`src/design/dtfa_pkg.sv`:
```
// Package for the date and time field adjuster.
// Holds the request codes, event codes, reset values and calendar helpers.
// Depends on nothing; every other design file imports it.
package dtfa_pkg;

   // Request kinds
   typedef enum logic [4:0] {
      KIND_YEAR_UP    = 5'd0,
      KIND_YEAR_DN    = 5'd1,
      KIND_MONTH_UP   = 5'd2,
      KIND_MONTH_DN   = 5'd3,
      KIND_DAY_UP     = 5'd4,
      KIND_DAY_DN     = 5'd5,
      KIND_HOUR_UP    = 5'd6,
      KIND_HOUR_DN    = 5'd7,
      KIND_HOUR_ZERO  = 5'd8,
      KIND_MIN_UP     = 5'd9,
      KIND_MIN_DN     = 5'd10,
      KIND_MIN_ZERO   = 5'd11,
      KIND_SEC_UP     = 5'd12,
      KIND_SEC_DN     = 5'd13,
      KIND_SEC_ZERO   = 5'd14,
      KIND_OTHER      = 5'd15,
      KIND_LOAD       = 5'd16
   } kind_type;

   // Event codes reported with each result
   typedef enum logic [1:0] {
      EVT_UPDATE = 2'd0,
      EVT_CHANGE = 2'd1,
      EVT_LOADED = 2'd2
   } evt_type;

   // Register indexes on the CSR port
   localparam logic CSR_YEAR_LO = 1'b0;
   localparam logic CSR_YEAR_HI = 1'b1;

   // Field widths
   localparam int YEAR_W  = 14;
   localparam int MONTH_W = 4;
   localparam int DAY_W   = 5;
   localparam int HOUR_W  = 5;
   localparam int MS_W    = 6;

   // Reset values
   localparam logic [YEAR_W-1:0] YEAR_LO_RST = 14'd1900;
   localparam logic [YEAR_W-1:0] YEAR_HI_RST = 14'd2100;

   // Field tops
   localparam logic [MONTH_W:0] MONTH_TOP = 5'd12;
   localparam logic [HOUR_W:0]  HOUR_TOP  = 6'd23;
   localparam logic [MS_W:0]    MS_TOP    = 7'd59;

   // Divisible-by-25 test: multiply by the inverse of 25 modulo 2^14, then
   // multiples of 25 land exactly on 0..655.
   localparam logic [YEAR_W-1:0] INV_25     = 14'd7209;
   localparam logic [YEAR_W-1:0] DIV25_LIMIT = 14'd655;

   // Month length, invalid months count as 31, February as 28
   function automatic logic [DAY_W-1:0] month_len(input logic [MONTH_W-1:0] m);
      logic [DAY_W-1:0] d;
      unique case (m)
         4'd2:                   d = 5'd28;
         4'd4, 4'd6, 4'd9, 4'd11: d = 5'd30;
         default:                d = 5'd31;
      endcase
      return d;
   endfunction

endpackage

```
`src/design/dtfa_if.sv`:
```
// Channel interfaces for the date and time field adjuster.
// Request and result channels with valid/ready handshake; uses dtfa_pkg.
interface dtfa_req_if import dtfa_pkg::*; ();
   logic              valid;
   logic              ready;
   logic [4:0]        kind;
   logic [YEAR_W-1:0] load_year;
   logic [MONTH_W-1:0] load_month;
   logic [DAY_W-1:0]  load_day;
   logic [HOUR_W-1:0] load_hour;
   logic [MS_W-1:0]   load_minute;
   logic [MS_W-1:0]   load_second;

   modport source (output valid, kind, load_year, load_month, load_day, load_hour,
                   load_minute, load_second, input ready);
   modport sink   (input valid, kind, load_year, load_month, load_day, load_hour,
                   load_minute, load_second, output ready);
endinterface

interface dtfa_rsp_if import dtfa_pkg::*; ();
   logic               valid;
   logic               ready;
   logic [YEAR_W-1:0]  year;
   logic [MONTH_W-1:0] month;
   logic [DAY_W-1:0]   day;
   logic [HOUR_W-1:0]  hour;
   logic [MS_W-1:0]    minute;
   logic [MS_W-1:0]    second;
   logic [1:0]         event_res;

   modport source (output valid, year, month, day, hour, minute, second, event_res,
                   input ready);
   modport sink   (input valid, year, month, day, hour, minute, second, event_res,
                   output ready);
endinterface

```
`src/design/date_time_field_adjuster.sv`:
```
// Top level of the date and time field adjuster.
// Uses dtfa_pkg and the channel interfaces in dtfa_if.sv.
//
// Usage: each request on req_ch is one button action (step a field up or
// down, or zero hour, minute or second) or a load of all six fields. Each
// request gives exactly one result on rsp_ch: the six fields after the
// action and an event code (update, change for an unknown kind, loaded).
// The lower and upper year bounds are to be written by the user on the CSR port only
// while the block idles; the block itself does not enforce this. A request is held
// in the input register, then its result is registered in the field registers.
// Throughput: one request per cycle while rsp_ch does not stall; the field update,
// including the leap year test of one 14-bit constant multiply, fits between the
// input register and the field registers.
// The field registers double as the result register, so a result holds
// while rsp_ch stalls; one more request may wait in the input register,
// after which req_ch.ready drops.
// Reset (synchronous): year bounds 1900 and 2100, date 1900-01-01,
// time 00:00:00, both stages empty.
module date_time_field_adjuster import dtfa_pkg::*; (
   input  logic              clock,
   input  logic              reset,
   dtfa_req_if.sink          req_ch,
   dtfa_rsp_if.source        rsp_ch,
   input  logic              csr_we,
   input  logic              csr_index,
   input  logic [YEAR_W-1:0] csr_wdata
);

   // Configuration registers
   logic [YEAR_W-1:0] year_lo_ff, year_hi_ff;

   // Input stage
   logic               in_valid_ff;
   kind_type           kind_ff;
   logic [YEAR_W-1:0]  ld_year_ff;
   logic [MONTH_W-1:0] ld_month_ff;
   logic [DAY_W-1:0]   ld_day_ff;
   logic [HOUR_W-1:0]  ld_hour_ff;
   logic [MS_W-1:0]    ld_minute_ff, ld_second_ff;

   // Field state, also the result register
   logic               out_valid_ff;
   logic [YEAR_W-1:0]  year_ff, year_in;
   logic [MONTH_W-1:0] month_ff, month_in;
   logic [DAY_W-1:0]   day_ff, day_in;
   logic [HOUR_W-1:0]  hour_ff, hour_in;
   logic [MS_W-1:0]    minute_ff, minute_in;
   logic [MS_W-1:0]    second_ff, second_in;
   evt_type            evt_ff, evt_in;

   logic advance;
   logic req_take;

   // Move the input stage on when the result slot is free or being taken
   assign advance  = in_valid_ff && (!out_valid_ff || rsp_ch.ready);
   assign req_take = req_ch.valid && req_ch.ready;
   assign req_ch.ready = !in_valid_ff || advance;

   // Configuration writes
   always_ff @(posedge clock) begin
      if (reset) begin
         year_lo_ff <= YEAR_LO_RST;
         year_hi_ff <= YEAR_HI_RST;
      end else if (csr_we) begin
         unique case (csr_index)
            CSR_YEAR_LO: year_lo_ff <= csr_wdata;
            CSR_YEAR_HI: year_hi_ff <= csr_wdata;
            default:     ;
         endcase
      end
   end

   // Input register
   always_ff @(posedge clock) begin
      if (reset) begin
         in_valid_ff <= 1'b0;
      end else if (req_ch.ready) begin
         in_valid_ff <= req_ch.valid;
      end
   end

   always_ff @(posedge clock) begin
      if (req_take) begin
         kind_ff      <= kind_type'(req_ch.kind);
         ld_year_ff   <= req_ch.load_year;
         ld_month_ff  <= req_ch.load_month;
         ld_day_ff    <= req_ch.load_day;
         ld_hour_ff   <= req_ch.load_hour;
         ld_minute_ff <= req_ch.load_minute;
         ld_second_ff <= req_ch.load_second;
      end
   end

   // Leap year test of the stored year
   logic [YEAR_W-1:0] y_mul25;
   logic              div25;
   logic              leap;
   logic [DAY_W-1:0]  dim;

   always_comb begin
      y_mul25 = YEAR_W'(year_ff * INV_25);
      div25   = (y_mul25 <= DIV25_LIMIT);
      leap    = (year_ff[1:0] == 2'd0) && (!div25 || (year_ff[3:0] == 4'd0));
      dim     = (month_ff == 4'd2 && leap) ? 5'd29 : month_len(month_ff);
   end

   // Stepped values of each field
   logic [YEAR_W:0]  year_inc;
   logic [YEAR_W-1:0] year_up, year_dn;
   logic [MONTH_W:0] month_inc;
   logic [MONTH_W-1:0] month_up, month_dn;
   logic [DAY_W:0]   day_inc;
   logic [DAY_W-1:0] day_up, day_dn;
   logic [HOUR_W:0]  hour_inc;
   logic [HOUR_W-1:0] hour_up, hour_dn;
   logic [MS_W:0]    minute_inc, second_inc;
   logic [MS_W-1:0]  minute_up, minute_dn, second_up, second_dn;

   always_comb begin
      year_inc = {1'b0, year_ff} + 1'b1;
      year_up  = (year_inc > {1'b0, year_hi_ff}) ? year_lo_ff : year_inc[YEAR_W-1:0];
      year_dn  = (year_ff == '0 || (year_ff - 1'b1) < year_lo_ff)
                 ? year_lo_ff : year_ff - 1'b1;

      month_inc = {1'b0, month_ff} + 1'b1;
      month_up  = (month_inc > MONTH_TOP) ? 4'd1 : month_inc[MONTH_W-1:0];
      month_dn  = (month_ff <= 4'd1) ? MONTH_TOP[MONTH_W-1:0] : month_ff - 1'b1;

      day_inc = {1'b0, day_ff} + 1'b1;
      day_up  = (day_inc > {1'b0, dim}) ? 5'd1 : day_inc[DAY_W-1:0];
      day_dn  = (day_ff <= 5'd1) ? dim : day_ff - 1'b1;

      hour_inc = {1'b0, hour_ff} + 1'b1;
      hour_up  = (hour_inc > HOUR_TOP) ? '0 : hour_inc[HOUR_W-1:0];
      hour_dn  = (hour_ff == '0) ? HOUR_TOP[HOUR_W-1:0] : hour_ff - 1'b1;

      minute_inc = {1'b0, minute_ff} + 1'b1;
      minute_up  = (minute_inc > MS_TOP) ? '0 : minute_inc[MS_W-1:0];
      minute_dn  = (minute_ff == '0) ? MS_TOP[MS_W-1:0] : minute_ff - 1'b1;

      second_inc = {1'b0, second_ff} + 1'b1;
      second_up  = (second_inc > MS_TOP) ? '0 : second_inc[MS_W-1:0];
      second_dn  = (second_ff == '0) ? MS_TOP[MS_W-1:0] : second_ff - 1'b1;
   end

   // Select the field that the request touches
   always_comb begin
      year_in   = year_ff;
      month_in  = month_ff;
      day_in    = day_ff;
      hour_in   = hour_ff;
      minute_in = minute_ff;
      second_in = second_ff;
      evt_in    = EVT_UPDATE;
      unique case (kind_ff)
         KIND_YEAR_UP:   year_in   = year_up;
         KIND_YEAR_DN:   year_in   = year_dn;
         KIND_MONTH_UP:  month_in  = month_up;
         KIND_MONTH_DN:  month_in  = month_dn;
         KIND_DAY_UP:    day_in    = day_up;
         KIND_DAY_DN:    day_in    = day_dn;
         KIND_HOUR_UP:   hour_in   = hour_up;
         KIND_HOUR_DN:   hour_in   = hour_dn;
         KIND_HOUR_ZERO: hour_in   = '0;
         KIND_MIN_UP:    minute_in = minute_up;
         KIND_MIN_DN:    minute_in = minute_dn;
         KIND_MIN_ZERO:  minute_in = '0;
         KIND_SEC_UP:    second_in = second_up;
         KIND_SEC_DN:    second_in = second_dn;
         KIND_SEC_ZERO:  second_in = '0;
         KIND_LOAD: begin
            year_in   = ld_year_ff;
            month_in  = ld_month_ff;
            day_in    = ld_day_ff;
            hour_in   = ld_hour_ff;
            minute_in = ld_minute_ff;
            second_in = ld_second_ff;
            evt_in    = EVT_LOADED;
         end
         default:        evt_in    = EVT_CHANGE;
      endcase
   end

   // Field state and result valid
   always_ff @(posedge clock) begin
      if (reset) begin
         out_valid_ff <= 1'b0;
         year_ff      <= YEAR_LO_RST;
         month_ff     <= 4'd1;
         day_ff       <= 5'd1;
         hour_ff      <= '0;
         minute_ff    <= '0;
         second_ff    <= '0;
         evt_ff       <= EVT_UPDATE;
      end else begin
         if (advance) begin
            out_valid_ff <= 1'b1;
            year_ff      <= year_in;
            month_ff     <= month_in;
            day_ff       <= day_in;
            hour_ff      <= hour_in;
            minute_ff    <= minute_in;
            second_ff    <= second_in;
            evt_ff       <= evt_in;
         end else if (rsp_ch.ready) begin
            out_valid_ff <= 1'b0;
         end
      end
   end

   // Drive the result channel
   assign rsp_ch.valid     = out_valid_ff;
   assign rsp_ch.year      = year_ff;
   assign rsp_ch.month     = month_ff;
   assign rsp_ch.day       = day_ff;
   assign rsp_ch.hour      = hour_ff;
   assign rsp_ch.minute    = minute_ff;
   assign rsp_ch.second    = second_ff;
   assign rsp_ch.event_res = evt_ff;

   // Both stages empty straight after reset
   a_reset_empty: assert property (@(posedge clock)
      reset |=> (!out_valid_ff && !in_valid_ff))
      else $error("stages not empty after reset");

   // A request that moves on always produces a result
   a_advance_result: assert property (@(posedge clock) disable iff (reset)
      advance |=> out_valid_ff)
      else $error("advanced request gave no result");

   // A load stores its year and second and reports loaded
   a_load_fields: assert property (@(posedge clock) disable iff (reset)
      (advance && kind_ff == KIND_LOAD) |=>
         (year_ff == $past(ld_year_ff) && second_ff == $past(ld_second_ff)
          && evt_ff == EVT_LOADED))
      else $error("load not stored");

   // An unknown kind leaves every field alone
   a_unknown_hold: assert property (@(posedge clock) disable iff (reset)
      (advance && evt_in == EVT_CHANGE) |=>
         ($stable(year_ff) && $stable(month_ff) && $stable(day_ff)
          && $stable(hour_ff) && $stable(minute_ff) && $stable(second_ff)))
      else $error("unknown kind changed a field");

endmodule

```
`src/flat_wrapper.sv`:
```
// flat-port wrapper written by rule: the top's interface ports become plain ports
module date_time_field_adjuster_flat import dtfa_pkg::*;
  (clock, reset, csr_we, csr_index, csr_wdata, req_ch_valid, req_ch_kind, req_ch_load_year, req_ch_load_month, req_ch_load_day, req_ch_load_hour, req_ch_load_minute, req_ch_load_second, req_ch_ready, rsp_ch_valid, rsp_ch_year, rsp_ch_month, rsp_ch_day, rsp_ch_hour, rsp_ch_minute, rsp_ch_second, rsp_ch_event_res, rsp_ch_ready);
  dtfa_req_if req_ch_i ();
  dtfa_rsp_if rsp_ch_i ();
  input  logic clock;
  input  logic reset;
  input  logic csr_we;
  input  logic csr_index;
  input  logic [YEAR_W-1:0] csr_wdata;
  input wire logic [$bits(req_ch_i.valid)-1:0] req_ch_valid;
  input wire logic [$bits(req_ch_i.kind)-1:0] req_ch_kind;
  input wire logic [$bits(req_ch_i.load_year)-1:0] req_ch_load_year;
  input wire logic [$bits(req_ch_i.load_month)-1:0] req_ch_load_month;
  input wire logic [$bits(req_ch_i.load_day)-1:0] req_ch_load_day;
  input wire logic [$bits(req_ch_i.load_hour)-1:0] req_ch_load_hour;
  input wire logic [$bits(req_ch_i.load_minute)-1:0] req_ch_load_minute;
  input wire logic [$bits(req_ch_i.load_second)-1:0] req_ch_load_second;
  output wire logic [$bits(req_ch_i.ready)-1:0] req_ch_ready;
  output wire logic [$bits(rsp_ch_i.valid)-1:0] rsp_ch_valid;
  output wire logic [$bits(rsp_ch_i.year)-1:0] rsp_ch_year;
  output wire logic [$bits(rsp_ch_i.month)-1:0] rsp_ch_month;
  output wire logic [$bits(rsp_ch_i.day)-1:0] rsp_ch_day;
  output wire logic [$bits(rsp_ch_i.hour)-1:0] rsp_ch_hour;
  output wire logic [$bits(rsp_ch_i.minute)-1:0] rsp_ch_minute;
  output wire logic [$bits(rsp_ch_i.second)-1:0] rsp_ch_second;
  output wire logic [$bits(rsp_ch_i.event_res)-1:0] rsp_ch_event_res;
  input wire logic [$bits(rsp_ch_i.ready)-1:0] rsp_ch_ready;
  assign req_ch_i.valid = req_ch_valid;
  assign req_ch_i.kind = req_ch_kind;
  assign req_ch_i.load_year = req_ch_load_year;
  assign req_ch_i.load_month = req_ch_load_month;
  assign req_ch_i.load_day = req_ch_load_day;
  assign req_ch_i.load_hour = req_ch_load_hour;
  assign req_ch_i.load_minute = req_ch_load_minute;
  assign req_ch_i.load_second = req_ch_load_second;
  assign req_ch_ready = req_ch_i.ready;
  assign rsp_ch_valid = rsp_ch_i.valid;
  assign rsp_ch_year = rsp_ch_i.year;
  assign rsp_ch_month = rsp_ch_i.month;
  assign rsp_ch_day = rsp_ch_i.day;
  assign rsp_ch_hour = rsp_ch_i.hour;
  assign rsp_ch_minute = rsp_ch_i.minute;
  assign rsp_ch_second = rsp_ch_i.second;
  assign rsp_ch_event_res = rsp_ch_i.event_res;
  assign rsp_ch_i.ready = rsp_ch_ready;
  date_time_field_adjuster u_core (.clock(clock), .reset(reset), .req_ch(req_ch_i), .rsp_ch(rsp_ch_i), .csr_we(csr_we), .csr_index(csr_index), .csr_wdata(csr_wdata));
endmodule
```
`config.mk`:
```
export PLATFORM = sky130hd
export DESIGN_NAME = date_time_field_adjuster_flat
export DESIGN_NICKNAME = d
export VERILOG_FILES = /design/src/design/dtfa_pkg.sv /design/src/design/dtfa_if.sv /design/src/design/date_time_field_adjuster.sv /design/src/flat_wrapper.sv
export SDC_FILE = /design/constraint.sdc
export NUM_CORES = 1
export LEC_CHECK = 0
export ABC_AREA = 1
export BUFFER_PORTS_ARGS = -buffer_cell sky130_fd_sc_hd__buf_2
export CAP_MARGIN = 20
export CORE_MARGIN = 10
export CORE_UTILIZATION = 35
export CTS_CLUSTER_SIZE = 25
export DETAILED_ROUTE_END_ITERATION = 8
export GPL_TIMING_DRIVEN = 0
export PLACE_DENSITY = 0.51
export SYNTH_ARGS = -nofsm -noshare
export SYNTH_HDL_FRONTEND = slang
export SYNTH_SLANG_ARGS = --single-unit
```
`constraint.sdc`:
```
create_clock -name clock -period 5.4 [get_ports clock]
set_input_delay 1.08 -clock clock [delete_from_list [all_inputs] [get_ports clock]]
set_output_delay 1.08 -clock clock [all_outputs]
set_load 0.02 [all_outputs]
```
# Word level (Yosys, flattened, before mapping)
# Cells that the tools add are included.
# op_classes
n_addsub	12
n_mul	1
order_cmp	10
eq_ne	20
mux	23
n_bitwise	1
reduce_logical	35
# ops
cell	n
$pmux W6 S4	2
$pmux W14 S3	1
$eq A5 B4 Y1 const B	7
$mux W14	2
$mux W6	4
$eq A5 B3 Y1 const B	4
$mux W5	4
$pmux W5 S4	1
$reduce_and A2 Y1	8
$add A14 B1 Y15 const B	1
$gt A15 B14 Y1	1
$pmux W5 S3	1
$reduce_or A15 Y1	1
$add A6 B1 Y7 const B	2
$gt A7 B6 Y1 const B	2
$le A14 B10 Y1 const B	1
$logic_not A14 Y1	1
$lt A14 B14 Y1	1
$mul A14 B13 Y14 const B	1
$sub A14 B1 Y14 const B	1
$add A5 B1 Y6 const B	2
$logic_not A6 Y1	2
$pmux W4 S3	1
$reduce_bool A4 Y1	3
other kinds (29)	48
# word_totals
ff_bits	117
in_bits	65
out_inout_bits	44
wordCells	120

# Longest topological paths before layout
# Gate-level depths: netlist (run 1).
# logic_depth
word_depth	10
ltp_mapped	30
mapped_depth_nobuf	30

# Worst setup path after synthesis (run 1)
# Ideal clock, no wire load.
# synth_timing
kind	register to register
start	reg u_core.year_ff[0], in the netlist u_core.rsp_ch.year[0]
end	reg u_core.day_ff[1], in the netlist u_core.rsp_ch.day[1]
setup_time_ps	128
t_arrival_ps	4650
required_time_ps	5272
path_slack_ps	622
stages_incl_launch_ff	24
n_path_buf	0
synth_period_minus_slack_ps	4778
cell_sequence	dfxtp_1 fa_1 ha_1 ha_1 inv_1 fa_1 fa_1 inv_1 ha_1 a21oi_1 o211ai_1 nand3_1 nand3_1 nand2_1 nand2_1 nand2_1 inv_1 ha_1 a21oi_1 o2111ai_1 nand3_1 inv_1 a221oi_1 a21oi_1
# synth_between
elab_chain_len	10
elab_cells_between_ends	13
cone_classes	mul (1); order compare (2); mux (4); reduce/logical (6)
# synth_lines
item	line	source
from (decl)	date_time_field_adjuster.sv:43	logic [YEAR_W-1:0] year_ff, year_in;
from (signal assigned)	date_time_field_adjuster.sv:198	year_ff <= year_in;
$mul A14 B13 Y14	date_time_field_adjuster.sv:101	y_mul25 = YEAR_W'(year_ff * INV_25);
$le A14 B10 Y1	date_time_field_adjuster.sv:102	div25 = (y_mul25 <= DIV25_LIMIT);
$logic_not A1 Y1	date_time_field_adjuster.sv:103	leap = (year_ff[1:0] == 2'd0) && (!div25 || (year_ff[3:0] == 4'd0));
$logic_or A1 B1 Y1	date_time_field_adjuster.sv:103	
$logic_and A1 B1 Y1 *	date_time_field_adjuster.sv:103	
$logic_and A1 B1 Y1 *	date_time_field_adjuster.sv:104	dim = (month_ff == 4'd2 && leap) ? 5'd29 : month_len(month_ff);
$mux W2 *	date_time_field_adjuster.sv:104	
$gt A6 B5 Y1	date_time_field_adjuster.sv:130	day_up = (day_inc > {1'b0, dim}) ? 5'd1 : day_inc[DAY_W-1:0];
$mux W5	date_time_field_adjuster.sv:130	
$pmux W5 S3 *	date_time_field_adjuster.sv:155	unique case (kind_ff)
to (signal assigned)	date_time_field_adjuster.sv:200	day_ff <= day_in;
to (decl)	date_time_field_adjuster.sv:45	logic [DAY_W-1:0] day_ff, day_in;
# Every way passes the cells marked *; elsewhere a longest branch is shown, timed or not.
# A chain may end at the register's enable or synchronous reset.

# Worst setup path after layout (run 1)
# Ends and elaborated chain as after synthesis.

==> results of run 1 <==
cells in the final DEF (no fill, tap or decap), types with 3 or more instances in the layout:
cell type,synthesis,final
a22oi_1,8,8
nand4_1,9,9
edfxtp_1,45,45
nand2_2,2,3
or2_2,5,5
o21ai_0,70,70
nor2_4,3,3
diode_2,0,3
nor3_1,14,14
a31oi_1,20,20
buf_4,1,4
buf_2,6,114
xnor2_1,9,9
dfxtp_1,72,68
clkinv_4,0,3
dfxtp_4,0,3
a211oi_1,4,4
o211ai_1,18,18
inv_4,0,3
clkbuf_16,0,20
a21oi_1,105,105
inv_6,0,3
a41oi_1,6,6
xor2_1,39,39
nand3_1,79,79
ha_1,88,87
inv_1,206,205
fa_1,11,11
nor2_1,71,71
nand2_1,206,205
clkbuf_1,21,21
registers in the layout (all words and copies together) (netlist names), 5 cells and up:
register              count
u_core.ld_minute_ff       6
u_core.rsp_ch.second      6
u_core.ld_year_ff        14
u_core.ld_second_ff       6
u_core.year_lo_ff        14
u_core.ld_hour_ff         5
u_core.rsp_ch.day         5
u_core.rsp_ch.year       14
u_core.ld_day_ff          5
u_core.rsp_ch.hour        5
u_core.kind_ff            5
u_core.rsp_ch.minute      6
u_core.year_hi_ff        14
worst paths after layout:
path	start	to	slack [ns]	cells past startpoint
max reg2reg	u_core.rsp_ch.year[0]	u_core.rsp_ch.day[1]	0.32	23
min	u_core.year_hi_ff[7]	u_core.year_hi_ff[7]	0.48	2
min reg2reg	u_core.year_hi_ff[7]	u_core.year_hi_ff[7]	0.48	2
max	u_core.rsp_ch.year[0]	u_core.rsp_ch.day[1]	0.32	23
layout make-up:
cell class,count,area share
clock buffers,21,0.0504
clock inverters,11,0.00797
flip-flops and latches,117,0.275
plain buffers,32,0.0137
well taps,324,0.0397
multi-input cells,791,0.479
inverters,208,0.0765
repair buffers,112,0.0571
diodes,3,0.000736
stage by stage:
| step | instances | TNS [ns] | setup slack, ns |
|---|---|---|---|
| floorplan | 1148 | 0 | 0.622 |
| global placement | 1580 | -0.939 | -0.334 |
| CTS | 1613 | 0 | 0.0491 |
| detailed placement | 1581 | -1.06 | -0.368 |
| finish | 1619 | 0 | 0.317 |
| global route | 1617 | 0 | 0.0135 |
critical path: stages (launching register included):
cell and delay (ns):
dfxtp_4 0.38, fa_1 0.48, ha_1 0.29, ha_1 0.27
inv_1 0.05, fa_1 0.50, fa_1 0.55, inv_1 0.04
ha_1 0.35, a21oi_1 0.18, o211ai_1 0.14, nand3_1 0.11
nand3_1 0.17, nand2_2 0.15, nand2_1 0.06, nand2_1 0.07
inv_1 0.05, ha_1 0.26, a21oi_1 0.12, o2111ai_1 0.15
nand3_1 0.10, inv_1 0.09, a221oi_1 0.26, a21oi_1 0.10
routing by layer:
metal	up-vias	wire length [um]	track usage
met1	3563	12100	0.211
li1	4069	-	-
met2	153	12500	0.286
met3	25	1230	0.0416
met5	-	37	0
met4	6	317	0.0469
report_power, final:
part / switching [mW] / internal [mW]
Combinational: 0.290 / 0.164
Sequential: 0.0275 / 0.960
Clock: 0.445 / 0.687
cell families (layout without fill, tap and decap cells):
logic type,count (synthesis),after routing
buf+inv,240,384
xor+xnor,48,48
compound gates,241,241
other cells,0,3
fa+ha+maj,99,99
simple gates,403,403
flops,117,117
repair_timing:
action                                  in CTS  in global routing
buffers inserted                             0                  3
resized for setup                            3                  7
endpoints found under the setup margin       5                  5
hold buffers                                 0                  0
==> results.py, run 1 <==
metrics = {
    "logic_synthesis": {
        "netlist_top_cells_area": "dfxtp_1 17%, edfxtp_1 16%, ha_1 13%",
        "ys_async_sr_fraction": 0,
        "synth-compound-area-share": 0.158,
        "yosys.area.top_type": "dfxtp_1",
        "synth_mux_area_frac": 0,
        "syn_area_per_cell_um2": 7.48,
        "synth_simple_gate_area_frac": 0.206,
        "synthXorXnorAreaFrac": 0.0490,
        "seq_area_frac_synth": 0.325,
        "ys_top_cells_by_count": "206 x inv_1, 206 x nand2_1, 105 x a21oi_1",
        "synth-warning-count": 0,
        "synthDistinctLibCells": 47,
        "syn_area_um2": 8580,
        "synth_edf_count": 45,
        "yosysTopAreaCellShare": 0.168,
        "netlist_instances": 1148,
        "ys_ff_latch": 117,
        "yosys_most_used_dff": "dfxtp_1",
        "synth_top_family_by_area": "simple AND/OR/NAND/NOR gates",
        "synth_fa_ha_area_frac": 0.154,
        "synthesis.nets": 1312,
    },
    "sta": {
        "slew_violations": 0,
        "worst_pin_slew_ns": 0.797,
        "setup_viol": 0,
        "fin_crit_ns": 5.08,
        "rsz0062_at_grt": "no",
        "period_share": 0.941,
        "holdWs_ns": 0.475,
        "hold_viol_final": 0,
        "finClkSkew_ns": 0.0124,
        "slew_headroom": 0.469,
        "fmax_mhz": 197,
    },
    "layout": {
        "multi_input_area_um2": 4890,
        "nFillCells": 2539,
        "finalInstanceArea_um2": 10200,
        "regArea_um2": 2810,
        "drive_gt1_frac": 0.138,
        "postLayoutCoreUtil": 0.421,
        "area.growth.synth_to_final_pct": 18.9,
        "fin_nets": 1443,
    },
    "critical_path": {
        "cp-end-kind": "flop",
        "crit_fanout": 7,
        "critPathLaunchType": "flop",
        "required_ns": 5.70,
        "path_class": "flop to flop",
        "cp_data_arrival_time_ns": 5.38,
    },
    "clock_network": {
        "clkTransAtPathRegs_ns": 0.06,
        "numClockSinks": 117,
        "cts_tree": "built",
        "clk_latency_ns": 0.42,
        "cts_made_buffers": 17,
        "clk_root_buffer_cell": "clkbuf_16",
        "cts_max_path_buffers": 2,
        "htree_levels": 4,
    },
    "place": {
        "dp_hpwl_um": 20800,
        "dpl_cell_area_um2": 9550,
        "gp_congestion": 0.890,
        "io_buffers": 108,
    },
    "power_and_ir_drop": {
        "vdd_drop_max_v": 0.000168,
        "leakage_nw": 4.90,
        "pwr_density_cell_nw_per_um2": 252,
        "p_total_mw": 2.57,
    },
    "detailed_routing": {
        "drc": 0,
        "via_per_inst": 4.83,
        "drt-wirelength-per-cell_um": 16.2,
        "via_count": 7816,
        "drt_first_pass_iters": 4,
        "drt-total-wl_um": 26200,
        "ant_nets": 0,
        "drtIter0Drc": 483,
    },
    "floorplan": {
        "die_h_um": 177,
        "row_count": 57,
        "start_util": 0.354,
        "core_um2": 24200,
        "dieArea_um2": 31200,
        "design.portCount": 109,
        "die_w_um": 177,
    },
    "grt": {
        "track_usage": 0.170,
        "antenna_found_initial": 6,
        "grt_pass1_wl_um": 41700,
        "overflow": 0,
        "grt_pass1_vias": 7820,
        "grt_start_max_net_pins": 37,
    },
    "worst_hold_path": {
        "hold_path_class": "flop to flop",
    },
    "job": {
        "maxCapViolations": 0,
    },
    "outcome": {
        "outcome": "finished clean",
    },
}
Note: power is estimated with default switching activity, not from simulation.
==> run 2, diff against run 1 <==
--- a/config.mk
+++ b/config.mk
@@ -14,6 +14,7 @@
 export DETAILED_ROUTE_END_ITERATION = 8
 export GPL_TIMING_DRIVEN = 0
 export PLACE_DENSITY = 0.51
+export REMOVE_ABC_BUFFERS = 1
 export SYNTH_ARGS = -nofsm -noshare
 export SYNTH_HDL_FRONTEND = slang
 export SYNTH_SLANG_ARGS = --single-unit
==> run 2 against run 1 <==
  * Flip-flop and latch count unchanged
  * Register-to-register slack better by 0.09 ns
  * Maximum frequency increased by 1.7%
  * Hold slack got worse by 0.016 ns
  * Core utilization down 0.67 points
  * Combinational power shrank 6.6%
  * Largest power group unchanged
==> results.py, run 2 (synthesized netlist as in run 1, its figures left out) <==
metrics = {
    "floorplan": {
        "die_w_um": 177,
        "row_count": 57,
        "dieArea_um2": 31200,
        "start_util": 0.354,
        "design.portCount": 109,
        "die_h_um": 177,
        "core_um2": 24200,
    },
    "place": {
        "dp.cells": 1550,
        "dp_hpwl_um": 18000,
        "io_buffers": 108,
        "gp_congestion": 0.851,
    },
    "job": {
        "maxCapViolations": 0,
    },
    "critical_path": {
        "path_class": "flop to flop",
        "critPathLaunchType": "flop",
        "critPathBufInv": 5,
        "slowest_delay_ns": 0.54,
        "cp-end-kind": "flop",
        "required_ns": 5.70,
        "cp_data_arrival_time_ns": 5.29,
        "cp_top_family": "adder cells",
        "crit_slowest_cell": "fa_1",
        "reg2reg_slack_ns": 0.40,
        "crit_fanout": 12,
        "worstPathCellList": "fa_1 -> ha_1 -> ha_1 -> inv_1 -> fa_1 -> fa_1 -> inv_1 -> ha_1 -> nand2_1 -> o211ai_1 -> inv_1 -> nand2_1 -> nand3_1 -> nand2_1 -> nand2_1 -> nand2_1 -> inv_1 -> ha_1 -> a21oi_1 -> o2111ai_1 -> nand3_1 -> inv_1 -> a221oi_1 -> a21oi_1",
    },
    "clock_network": {
        "cts_max_path_buffers": 2,
        "htree_levels": 4,
        "post_cts_buffers": 0,
        "clkTransAtPathRegs_ns": 0.06,
        "cts_made_buffers": 17,
        "cts_tree": "built",
        "clk_root_buffer_cell": "clkbuf_16",
        "numClockSinks": 117,
        "cts_hold_buffers": 0,
        "clk_latency_ns": 0.42,
    },
    "sta": {
        "slew_headroom": 0.317,
        "fmax_mhz": 200,
        "hold_viol_final": 0,
        "worst_pin_slew_ns": 1.02,
        "period_share": 0.925,
        "slew_violations": 0,
        "rsz0062_at_grt": "no",
        "setup_viol": 0,
        "fin_crit_ns": 5.00,
        "finClkSkew_ns": 0.0108,
    },
    "power_and_ir_drop": {
        "p_sw_frac": 0.275,
        "vdd_drop_max_v": 0.000237,
        "switchingPower_mw": 0.706,
        "p_seq_frac": 0.386,
        "p_clk_frac": 0.449,
        "pwr_density_cell_nw_per_um2": 255,
        "leakage_nw": 4.82,
        "p_total_mw": 2.57,
        "combinationalPowerShare": 0.165,
        "p_int_mw": 1.86,
    },
    "layout": {
        "fin_nets": 1409,
        "area.growth.synth_to_final_pct": 17.0,
        "drive_gt1_frac": 0.131,
        "final_cell_mix": "206 x nand2_1, 204 x inv_1, 108 x buf_2",
        "stdcell_count": 1585,
        "mostFrequentLayoutCell": "nand2_1",
    },
    "detailed_routing": {
        "drc": 0,
        "via_count": 7601,
        "drt_first_pass_iters": 5,
        "drt-wirelength-per-cell_um": 14.7,
        "drt-total-wl_um": 23300,
        "drtIter0Drc": 402,
        "ant_nets": 0,
        "via_per_inst": 4.80,
    },
    "grt": {
        "grt_start_max_net_pins": 52,
        "grt_pass1_vias": 7692,
        "track_usage": 0.152,
        "grt_pass1_wl_um": 38300,
        "overflow": 0,
        "antenna_found_initial": 6,
    },
    "outcome": {
        "outcome": "finished clean",
    },
    "worst_hold_path": {
        "hold_path_class": "flop to flop",
    },
}
run 2: cell types whose count changed in the layout (fill, tap and decap cells not counted), sizes merged:
| cell | change |
|---|---|
| clkinvlp | +1 |
| inv | -6 |
| clkbuf | -22 |
| buf | -12 |
| bufinv | +3 |
| clkinv | +2 |
run 2: path summary, 6_finish.rpt:
kind                                to  cells past startpoint                   from
setup / recovery  u_core.rsp_ch.day[1]                     24  u_core.rsp_ch.year[2]
hold / removal    u_core.year_hi_ff[7]                      2   u_core.year_hi_ff[7]
hold reg to reg   u_core.year_hi_ff[7]                      2   u_core.year_hi_ff[7]
setup reg to reg  u_core.rsp_ch.day[1]                     24  u_core.rsp_ch.year[2]
run 2: stage by stage:
stage | TNS (ns) | setup WS (ns) | cell area (um2) | hold WS [ns] | utilization
5_1_grt | 0 | 0.0135 | 10000 | 0.488 | 0.414
6_report | 0 | 0.403 | 10000 | 0.459 | 0.414
4_1_cts | 0 | 0.172 | 10000 | 0.465 | 0.413
3_3_place_gp | 0 | 0.0202 | 9390 | 0.450 | 0.387
2_1_floorplan | 0 | 0.598 | 8440 | 0.438 | -
3_5_place_dp | -0.0261 | -0.0261 | 9430 | 0.457 | 0.389
run 2: layer usage:
metal / vias up / GRT usage / routed length [um]
li1: 3991 / - / -
met1: 3440 / 0.187 / 10900
met5: - / 0 / 36
met4: 6 / 0.0480 / 336
met2: 134 / 0.252 / 10900
met3: 30 / 0.0401 / 1090
run 2: worst min-delay path: stages (launching register included):
cell and delay, ns:
dfxtp_1 0.29, inv_1 0.06, a21oi_1 0.06
run 2: timing repair:
action | in CTS | in global routing
hold endpoints to repair | 0 | 0
resized for setup | 1 | 6
setup endpoints to repair | 1 | 5
pin swaps | 0 | 0
run 2: layout make-up:
cell class	instances	area, um2
Clock buffer	21	460
Multi-Input combinational cell	791	4870
Timing Repair Buffer	110	581
Sequential cell	117	2800
Antenna cell	3	7.51
Fill cell	2604	14200
Inverter	208	781
Tap cell	324	405
Clock inverter	11	131
run 2: power by group through the flow:
stage               clock network [mW]  registers [mW]  logic [mW]
CTS                               1.17           0.990       0.430
global placement                     0            1.01       0.422
detailed placement                   0            1.01       0.427
floorplan                            0            1.01       0.296
finish                            1.15           0.989       0.424
global route                      1.22           0.995       0.497
